[config.mk]
export PLATFORM = sky130hd
export DESIGN_NAME = json_value_token_skipper_unit
export DESIGN_NICKNAME = d
export VERILOG_FILES = /design/src/hdl/jvts_pkg.sv /design/src/hdl/json_value_token_skipper_unit.sv
export SDC_FILE = /design/constraint.sdc
export NUM_CORES = 1
export LEC_CHECK = 0
export BUFFER_PORTS_ARGS = -buffer_cell sky130_fd_sc_hd__buf_4
export CORE_UTILIZATION = 62
export CTS_BUF_LIST = sky130_fd_sc_hd__clkbuf_16
export CTS_CLUSTER_SIZE = 24
export DETAILED_ROUTE_END_ITERATION = 10
export PLACE_DENSITY = 0.81
export SLEW_MARGIN = 0
export SYNTH_ARGS = -nofsm -noshare
export SYNTH_HDL_FRONTEND = slang
export SYNTH_SLANG_ARGS = --single-unit
[constraint.sdc]
create_clock -name clock -period 4.45 [get_ports clock]
set_input_delay 0.2225 -clock clock [delete_from_list [all_inputs] [get_ports clock]]
set_output_delay 0.2225 -clock clock [all_outputs]
set_load 0.02 [all_outputs]
[src/hdl/jvts_pkg.sv]
// shared types, codes and byte constants for the json value token skipper
`default_nettype none
package jvts_pkg;

   localparam int DEPTH_BITS_DEF  = 8;
   localparam int OFFSET_BITS_DEF = 16;
   localparam int END_OFFSET_W    = 16;
   localparam int STATUS_W        = 3;

   typedef logic [STATUS_W-1:0] status_type;

   localparam status_type ST_BUSY = 3'd0;
   localparam status_type ST_DONE = 3'd1;
   localparam status_type ST_BAD  = 3'd2;
   localparam status_type ST_OVER = 3'd3;
   localparam status_type ST_IDLE = 3'd4;

   typedef enum logic [4:0] {
      MODE_IDLE      = 5'b00001,
      MODE_SPACE     = 5'b00010,
      MODE_STRING    = 5'b00100,
      MODE_CONTAINER = 5'b01000,
      MODE_PRIMITIVE = 5'b10000
   } mode_type;

   localparam logic [7:0] CH_NUL      = 8'h00;
   localparam logic [7:0] CH_SPACE    = 8'h20;
   localparam logic [7:0] CH_TAB      = 8'h09;
   localparam logic [7:0] CH_CR       = 8'h0D;
   localparam logic [7:0] CH_QUOTE    = 8'h22;
   localparam logic [7:0] CH_COMMA    = 8'h2C;
   localparam logic [7:0] CH_LBRACKET = 8'h5B;
   localparam logic [7:0] CH_BSLASH   = 8'h5C;
   localparam logic [7:0] CH_RBRACKET = 8'h5D;
   localparam logic [7:0] CH_LBRACE   = 8'h7B;
   localparam logic [7:0] CH_RBRACE   = 8'h7D;

   function automatic logic is_blank(input logic [7:0] b);
      return ((b >= CH_TAB) && (b <= CH_CR)) || (b == CH_SPACE);
   endfunction

   function automatic logic ends_primitive(input logic [7:0] b);
      return (b == CH_NUL) || (b == CH_COMMA) || (b == CH_RBRACE) || (b == CH_RBRACKET);
   endfunction

endpackage
`default_nettype wire

[src/hdl/json_value_token_skipper_unit.sv]
// top level of the json value token skipper: byte scanner with input and result registers
//
// usage:
//   the request channel carries one byte of json text per item (req_text_byte) and a
//   start mark (req_scan_start) on the first byte of a value scan. every accepted item
//   yields exactly one result item: rsp_scan_status (0 busy, 1 done, 2 malformed,
//   3 overflow, 4 idle) and rsp_end_offset, the offset just past the token when done.
//   an item is taken when valid is high and stall is low on its channel.
//   the item is captured in the input register at acceptance, the scan state update
//   runs in shallow logic and the result lands in the result register when the item
//   advances out of the input register.
//   throughput is one item per cycle while the receiver does not stall.
//   when the receiver stalls, the result register holds and the input register keeps
//   accepting until it is full; then req_stall rises.
//   synchronous reset empties both registers and returns the scanner to idle.
`default_nettype none
module json_value_token_skipper_unit #(
   parameter int DEPTH_BITS  = jvts_pkg::DEPTH_BITS_DEF,
   parameter int OFFSET_BITS = jvts_pkg::OFFSET_BITS_DEF
) (
   input  wire logic                             clock,
   input  wire logic                             reset,
   input  wire logic                             req_valid,
   output      logic                             req_stall,
   input  wire logic [7:0]                       req_text_byte,
   input  wire logic                             req_scan_start,
   output      logic                             rsp_valid,
   input  wire logic                             rsp_stall,
   output      jvts_pkg::status_type             rsp_scan_status,
   output      logic [jvts_pkg::END_OFFSET_W-1:0] rsp_end_offset
);
   import jvts_pkg::*;

   localparam logic [DEPTH_BITS-1:0]  DEPTH_MAX  = {DEPTH_BITS{1'b1}};
   localparam logic [OFFSET_BITS-1:0] OFFSET_MAX = {OFFSET_BITS{1'b1}};

   logic                    in_valid_ff, in_valid_in;
   logic [7:0]              in_byte_ff;
   logic                    in_start_ff;
   logic                    out_valid_ff, out_valid_in;
   status_type              out_status_ff, out_status_in;
   logic [END_OFFSET_W-1:0] out_offset_ff, out_offset_in;

   mode_type                mode_ff, mode_in;
   logic                    escape_ff, escape_in;
   logic                    instr_ff, instr_in;
   logic [DEPTH_BITS-1:0]   brace_ff, brace_in;
   logic [DEPTH_BITS-1:0]   bracket_ff, bracket_in;
   logic [OFFSET_BITS-1:0]  offset_ff, offset_in;

   logic                    advance;
   logic                    accept;

   assign advance   = in_valid_ff && (!out_valid_ff || !rsp_stall);
   assign req_stall = in_valid_ff && !advance;
   assign accept    = req_valid && !req_stall;

   assign in_valid_in  = accept || (in_valid_ff && !advance);
   assign out_valid_in = advance || (out_valid_ff && rsp_stall);

   always_comb begin
      logic [7:0]           b;
      mode_type             m;
      logic                 esc;
      logic                 ins;
      logic [DEPTH_BITS-1:0] brc;
      logic [DEPTH_BITS-1:0] brk;
      logic [OFFSET_BITS-1:0] off;
      logic [OFFSET_BITS:0] endv;
      status_type           st;
      logic                 goes_on;

      b    = in_byte_ff;
      m    = mode_ff;
      esc  = escape_ff;
      ins  = instr_ff;
      brc  = brace_ff;
      brk  = bracket_ff;
      off  = offset_ff;
      endv = '0;
      st   = ST_BUSY;
      goes_on = 1'b0;

      if (in_start_ff) begin
         m   = MODE_SPACE;
         esc = 1'b0;
         ins = 1'b0;
         brc = '0;
         brk = '0;
         off = '0;
      end

      mode_in    = m;
      escape_in  = esc;
      instr_in   = ins;
      brace_in   = brc;
      bracket_in = brk;
      offset_in  = off;

      unique case (m)
         MODE_IDLE: begin
            st = ST_IDLE;
         end
         MODE_SPACE: begin
            priority if (is_blank(b)) begin
            end else if (ends_primitive(b)) begin
               st = ST_BAD;
            end else if (b == CH_QUOTE) begin
               mode_in   = MODE_STRING;
               escape_in = 1'b0;
            end else if (b == CH_LBRACE) begin
               mode_in  = MODE_CONTAINER;
               brace_in = DEPTH_BITS'(1);
            end else if (b == CH_LBRACKET) begin
               mode_in    = MODE_CONTAINER;
               bracket_in = DEPTH_BITS'(1);
            end else begin
               mode_in = MODE_PRIMITIVE;
            end
         end
         MODE_STRING: begin
            priority if (b == CH_NUL) begin
               st = ST_BAD;
            end else if (esc) begin
               escape_in = 1'b0;
            end else if (b == CH_BSLASH) begin
               escape_in = 1'b1;
            end else if (b == CH_QUOTE) begin
               st   = ST_DONE;
               endv = {1'b0, off} + (OFFSET_BITS+1)'(1);
            end else begin
            end
         end
         MODE_PRIMITIVE: begin
            if (ends_primitive(b)) begin
               st   = ST_DONE;
               endv = {1'b0, off};
            end
         end
         MODE_CONTAINER: begin
            priority if (b == CH_NUL) begin
               st = ST_BAD;
            end else if (ins) begin
               priority if (esc) begin
                  escape_in = 1'b0;
               end else if (b == CH_BSLASH) begin
                  escape_in = 1'b1;
               end else if (b == CH_QUOTE) begin
                  instr_in = 1'b0;
               end else begin
               end
            end else if (b == CH_QUOTE) begin
               instr_in  = 1'b1;
               escape_in = 1'b0;
            end else if (b == CH_LBRACE) begin
               if (brc == DEPTH_MAX) st = ST_OVER;
               else brace_in = brc + DEPTH_BITS'(1);
            end else if (b == CH_LBRACKET) begin
               if (brk == DEPTH_MAX) st = ST_OVER;
               else bracket_in = brk + DEPTH_BITS'(1);
            end else begin
               if (b == CH_RBRACE) begin
                  if (brc == '0) st = ST_BAD;
                  else brace_in = brc - DEPTH_BITS'(1);
               end else if (b == CH_RBRACKET) begin
                  if (brk == '0) st = ST_BAD;
                  else bracket_in = brk - DEPTH_BITS'(1);
               end
               if (st == ST_BUSY && brace_in == '0 && bracket_in == '0) begin
                  st   = ST_DONE;
                  endv = {1'b0, off} + (OFFSET_BITS+1)'(1);
               end
            end
         end
         default: begin
            st = ST_IDLE;
         end
      endcase

      if (m != MODE_IDLE) begin
         goes_on = (st == ST_BUSY) || (st == ST_DONE && endv != {1'b0, off});
         if (goes_on) begin
            if (off == OFFSET_MAX) st = ST_OVER;
            else if (st == ST_BUSY) offset_in = off + OFFSET_BITS'(1);
         end
         if (st != ST_BUSY) mode_in = MODE_IDLE;
      end

      out_status_in = st;
      out_offset_in = (st == ST_DONE) ? END_OFFSET_W'(endv) : '0;
   end

   always_ff @(posedge clock) begin
      if (reset) begin
         in_valid_ff  <= 1'b0;
         out_valid_ff <= 1'b0;
         mode_ff      <= MODE_IDLE;
         escape_ff    <= 1'b0;
         instr_ff     <= 1'b0;
         brace_ff     <= '0;
         bracket_ff   <= '0;
         offset_ff    <= '0;
      end else begin
         in_valid_ff  <= in_valid_in;
         out_valid_ff <= out_valid_in;
         if (advance) begin
            mode_ff    <= mode_in;
            escape_ff  <= escape_in;
            instr_ff   <= instr_in;
            brace_ff   <= brace_in;
            bracket_ff <= bracket_in;
            offset_ff  <= offset_in;
         end
      end
   end

   always_ff @(posedge clock) begin
      if (accept) begin
         in_byte_ff  <= req_text_byte;
         in_start_ff <= req_scan_start;
      end
      if (advance) begin
         out_status_ff <= out_status_in;
         out_offset_ff <= out_offset_in;
      end
   end

   assign rsp_valid       = out_valid_ff;
   assign rsp_scan_status = out_status_ff;
   assign rsp_end_offset  = out_offset_ff;

endmodule
`default_nettype wire

After elaboration in Yosys (flattened, before gate mapping)
Index checks and enable logic that the tools add are counted.

Register bits after elaboration: 69. Input bits: 13. Logic and storage cells: 183. Output and inout port bits: 21.

Add/subtract/negate cells: 6. Multiplexer cells: 116. Reductions and logical operators: 28. $lt $le $gt $ge: 2. Eq/ne operators: 19.

Operators by type and width (number): 8-bit two-way mux (40); 17-bit two-way mux (10); 16-bit two-way mux (6); 3-bit two-way mux (17); 17-bit one-hot mux with 3 select lines (1); 5-bit two-way mux (9); 8-bit by 7-bit equality test with 1-bit output (second input constant) (5); 8-bit logical NOT (5); 8-bit one-hot mux with 2 select lines (2); 8-bit by 6-bit equality test with 1-bit output (second input constant) (3); 1-bit two-way mux (21); 16-bit by 1-bit adder with 17-bit output (second input constant) (1); 17-bit by 16-bit inequality test with 1-bit output (1); 16-bit by 1-bit adder with 16-bit output (second input constant) (1); 8-bit by 1-bit adder with 8-bit output (second input constant) (2); 16-bit equality test (second input constant) (1); 8-bit equality test (second input constant) (2); 2-bit two-way mux (8); 8-bit by 1-bit subtractor with 8-bit output (second input constant) (2); 3-bit one-hot mux with 4 select lines (1); 8-bit by 4-bit >= comparator with 1-bit output (second input constant) (1); 8-bit by 4-bit less-or-equal comparator with 1-bit output (second input constant) (1); 1-bit logical AND (8); 1-bit logical OR (8); 10 further kinds (15).

Logic depth before layout (Yosys ltp)
Depth in word-level cells: 29. Gate-level depth with buffers: 18.

Worst setup path after synthesis
No wires, ideal clock.

Path kind: register to register. Start: register in_start_ff. End: register out_status_ff[0], in the netlist rsp_scan_status[0], data pin. Cell stages (with the launch flop): 18. Setup time: 261 ps. Setup slack: 594 ps. Clock period less this slack: 3856 ps. Data arrival time: 3595 ps. Cells stage by stage: edfxtp_1 buf_2 inv_1 buf_1 nand2_1 ha_1 buf_2 or4b_1 nor4_1 mux2_2 a211oi_1 and4_4 a41o_1 buf_4 mux2i_1 a21oi_1 nor4_1 o31ai_1.

Cells in the longest elaborated chain, start to end: 27. Elaborated cells between the ends (all ways): 83. Classes of those cells: add/sub (3); eq/ne (10); mux (60); reduce/logical (10).

Ends and longest elaborated chain: start, declared (line json_value_token_skipper_unit.sv:39) `logic in_start_ff;`; start signal, assigned (line json_value_token_skipper_unit.sv:220) `in_start_ff <= req_scan_start;`; branches (longest 26 deep; another with 8-bit by 1-bit subtractor with 8-bit output); 3-bit two-way mux (*) (line json_value_token_skipper_unit.sv:180) `if (m != MODE_IDLE) begin`; named net out_status_in[0] (line json_value_token_skipper_unit.sv:41) `status_type out_status_ff, out_status_in;`; end signal, assigned (line json_value_token_skipper_unit.sv:223) `out_status_ff <= out_status_in;`; end, declared (line json_value_token_skipper_unit.sv:41).

Mark *: on every way through the listed nets, which the timed path passes. The select of a mux whose other input is x is not followed. A chain may end at the register's enable or synchronous reset.

Final worst setup path
Same ends and word-level chain as after synthesis.

==> run metrics <==
status=finished, final reports clean; ANT cells=0; DR vias=5958; clock sink count=69; Critical Path Stages=13; CTS Hold Buffers Added=0; first-pass GRT wire length=27300 µm; Ports=34; Die Y=95.2 µm; Post-CTS Setup Bufs=0; crit path DAT=4.28 ns; Final Cell Area=5910 µm²; filler cell count=668; maximum capacitance violations=0; Ys Warns=0; initial DRC count=691; CTS buffer count=9; Post-synth ARST share=0; DRC Markers=0; R2R depth=13; Worst Path Required=4.52 ns; Fmax=237 MHz; CTS clk-pin slew, worst paths=0.06 ns; DP HPWL=11700 µm; CTS tree=yes; Routed WL=17000 µm; Area contributors post-synth=edfxtp_1, dfxtp_1, a21oi_1; Place WS=0.365 ns; Synth area leader=edfxtp_1; Least-Margin Pin Slew=1.01 ns; area grow syn2layout=9.73%; top_reg_cell synth=dfxtp_1; WL/cell=20.4 µm; hold crit path type=input port to register; Seq cells post-synth=69; Slew HR=0.321; Top delay family on crit path=simple AND/OR/NAND/NOR gates; skew final=0.00920 ns; die area=9070 µm²; Crit-path slowest cell=or4b_1; slowest stage delay, CP=0.49 ns; largest net degree at the start of global routing=70; vias in the first global route=5362; Worst Path Max Fanout=11; Crit. End Element=register; crit-path cells=inv_1, nand2_1, ha_1, or4b_1, nor4_1, mux2_2, a211oi_1, and4_4, a41o_1, mux2i_1, a21oi_1, nor4_1, o31ai_1; final worst path period need=4.22 ns; Crit. Startpoint=in_start_ff; Final nets=741; drt first pass iters=5; crit path launch type=register; WHS Path Cells=1; I/O Buffers=33; Cells after Synth=719; final slew viol count=0; Max rail drop VDD=0.164 mV; layout cell share with drive strength beyond 1=0.118; Rows=33; post-synth net total=737; Synth Area per Inst=7.49 µm²; setup ws final=0.234 ns; R2R Path End=rsp_scan_status[0]; EDFF count, synth=28; Skew-Pair Late Insertion Delay=0.34 ns; Longest Clk Path Bufs=2; hold_ws=0.0608 ns; worst r2r src=in_start_ff; fin util=0.712; top-count cell post-synth=nor2_1; Yosys top cell area share=0.156; area of placed instances=5620 µm²; H-tree levels=3; post-cts sizing count=0; Crit Path Class=register to register; initial core utilization=0.649; Worst Setup EP=rsp_scan_status[0]; core area=8300 µm²; Final setup viols=0; Cell variety after synth=80; antenna violations before repair=0; clock root buffer=clkbuf_16; most frequent cells after synthesis=nor2_1, a21oi_1, o21ai_0; Cell Area, Synth=5390 µm²; CP most frequent cell=nor4_1; setup slack, reg-to-reg=0.23 ns; crit path buf inv count=1; setup TNS=0 ns; sequential area share after synthesis=0.308; RSZ-0062 raised after global routing=no; GPL Wtd Cong=0.976; final hold vios=0; grt ovf=0; pwr dens=261 nW/µm²; GRT Total Usage=0.390; leakage=2.11 nW; Die Span X=95.2 µm; DRT antenna net count=0; fin crit share=0.947; vias per std cell=7.16
## sequential cells by signal, summed over array words and instances, names as in the netlist
| signal | flops |
|---|---|
| mode_ff | 5 |
| offset_ff | 16 |
| escape_ff | 1 |
| in_valid_ff | 1 |
| rsp_valid | 1 |
| in_byte_ff | 8 |
| brace_ff | 8 |
| rsp_scan_status | 3 |
| rsp_end_offset | 16 |
| in_start_ff | 1 |
| bracket_ff | 8 |
| instr_ff | 1 |
## routing by layer
metal	global-route usage	up-vias	routed length, µm
met4	0.0997	0	254
met3	0.0925	32	2150
met5	0	-	0
li1	-	2715	-
met1	0.553	2745	7150
met2	0.590	466	7420
## where the power goes
group | internal (mW) | switching (mW)
clock network | 0.430 | 0.278
registers | 0.675 | 0.0170
logic | 0.0491 | 0.0942
## cells by family (layout without fill, tap and decap cells)
group / Yosys count / count (layout) / synth area share
compound gates: 238 / 238 / 0.281
xor+xnor: 6 / 6 / 0.00975
fa+ha+maj: 5 / 5 / 0.0116
buf+inv: 68 / 76 / 0.0534
flops: 69 / 69 / 0.308
mux: 5 / 5 / 0.00975
simple gates: 328 / 328 / 0.326
## how the worst min path moves through the flow
| stage | end | from | slack, ns |
|---|---|---|---|
| 5_1_grt | in_byte_ff[7] | req_text_byte[7] | 0.06 |
| 3_3_place_gp | in_byte_ff[4] | req_text_byte[4] | 0.40 |
| 6_report | in_byte_ff[5] | req_text_byte[5] | 0.06 |
| 2_1_floorplan | in_byte_ff[0] | req_text_byte[0] | 0.32 |
| 3_5_place_dp | in_byte_ff[7] | req_text_byte[7] | 0.40 |
| 4_1_cts | in_byte_ff[7] | req_text_byte[7] | 0.06 |
## final cells by class
class                   count  area, µm²  share of cell area
well taps                 105        131              0.0222
repair buffers             43        323              0.0546
flip-flops and latches     69       1660               0.281
clock inverters             6       65.1              0.0110
multi-input cells         582       3440               0.582
clock buffers               9        225              0.0381
inverters                  18       67.6              0.0114
## stage by stage
stage | instances | power, mW
5_1_grt | 832 | 1.59
4_1_cts | 832 | 1.54
3_3_place_gp | 817 | 0.840
3_5_place_dp | 817 | 0.844
2_1_floorplan | 719 | 0.795
6_report | 832 | 1.54
## placed cells by master, fill, tap and decap left out, types with 9 or more instances in the layout
master / synthesis / routed
o21ai_0: 69 / 69
nand4_1: 10 / 10
a31oi_1: 12 / 12
nand2b_1: 12 / 12
inv_1: 18 / 18
edfxtp_1: 28 / 28
nand3_1: 36 / 36
and3_1: 15 / 15
nor2b_1: 15 / 15
nor2_1: 78 / 78
buf_4: 2 / 43
nor3_1: 23 / 23
dfxtp_1: 41 / 41
nor4_1: 9 / 9
nand3b_1: 13 / 13
a21oi_1: 73 / 73
clkbuf_16: 0 / 9
nand2_1: 68 / 68
Power figures use the tool's default switching activity.
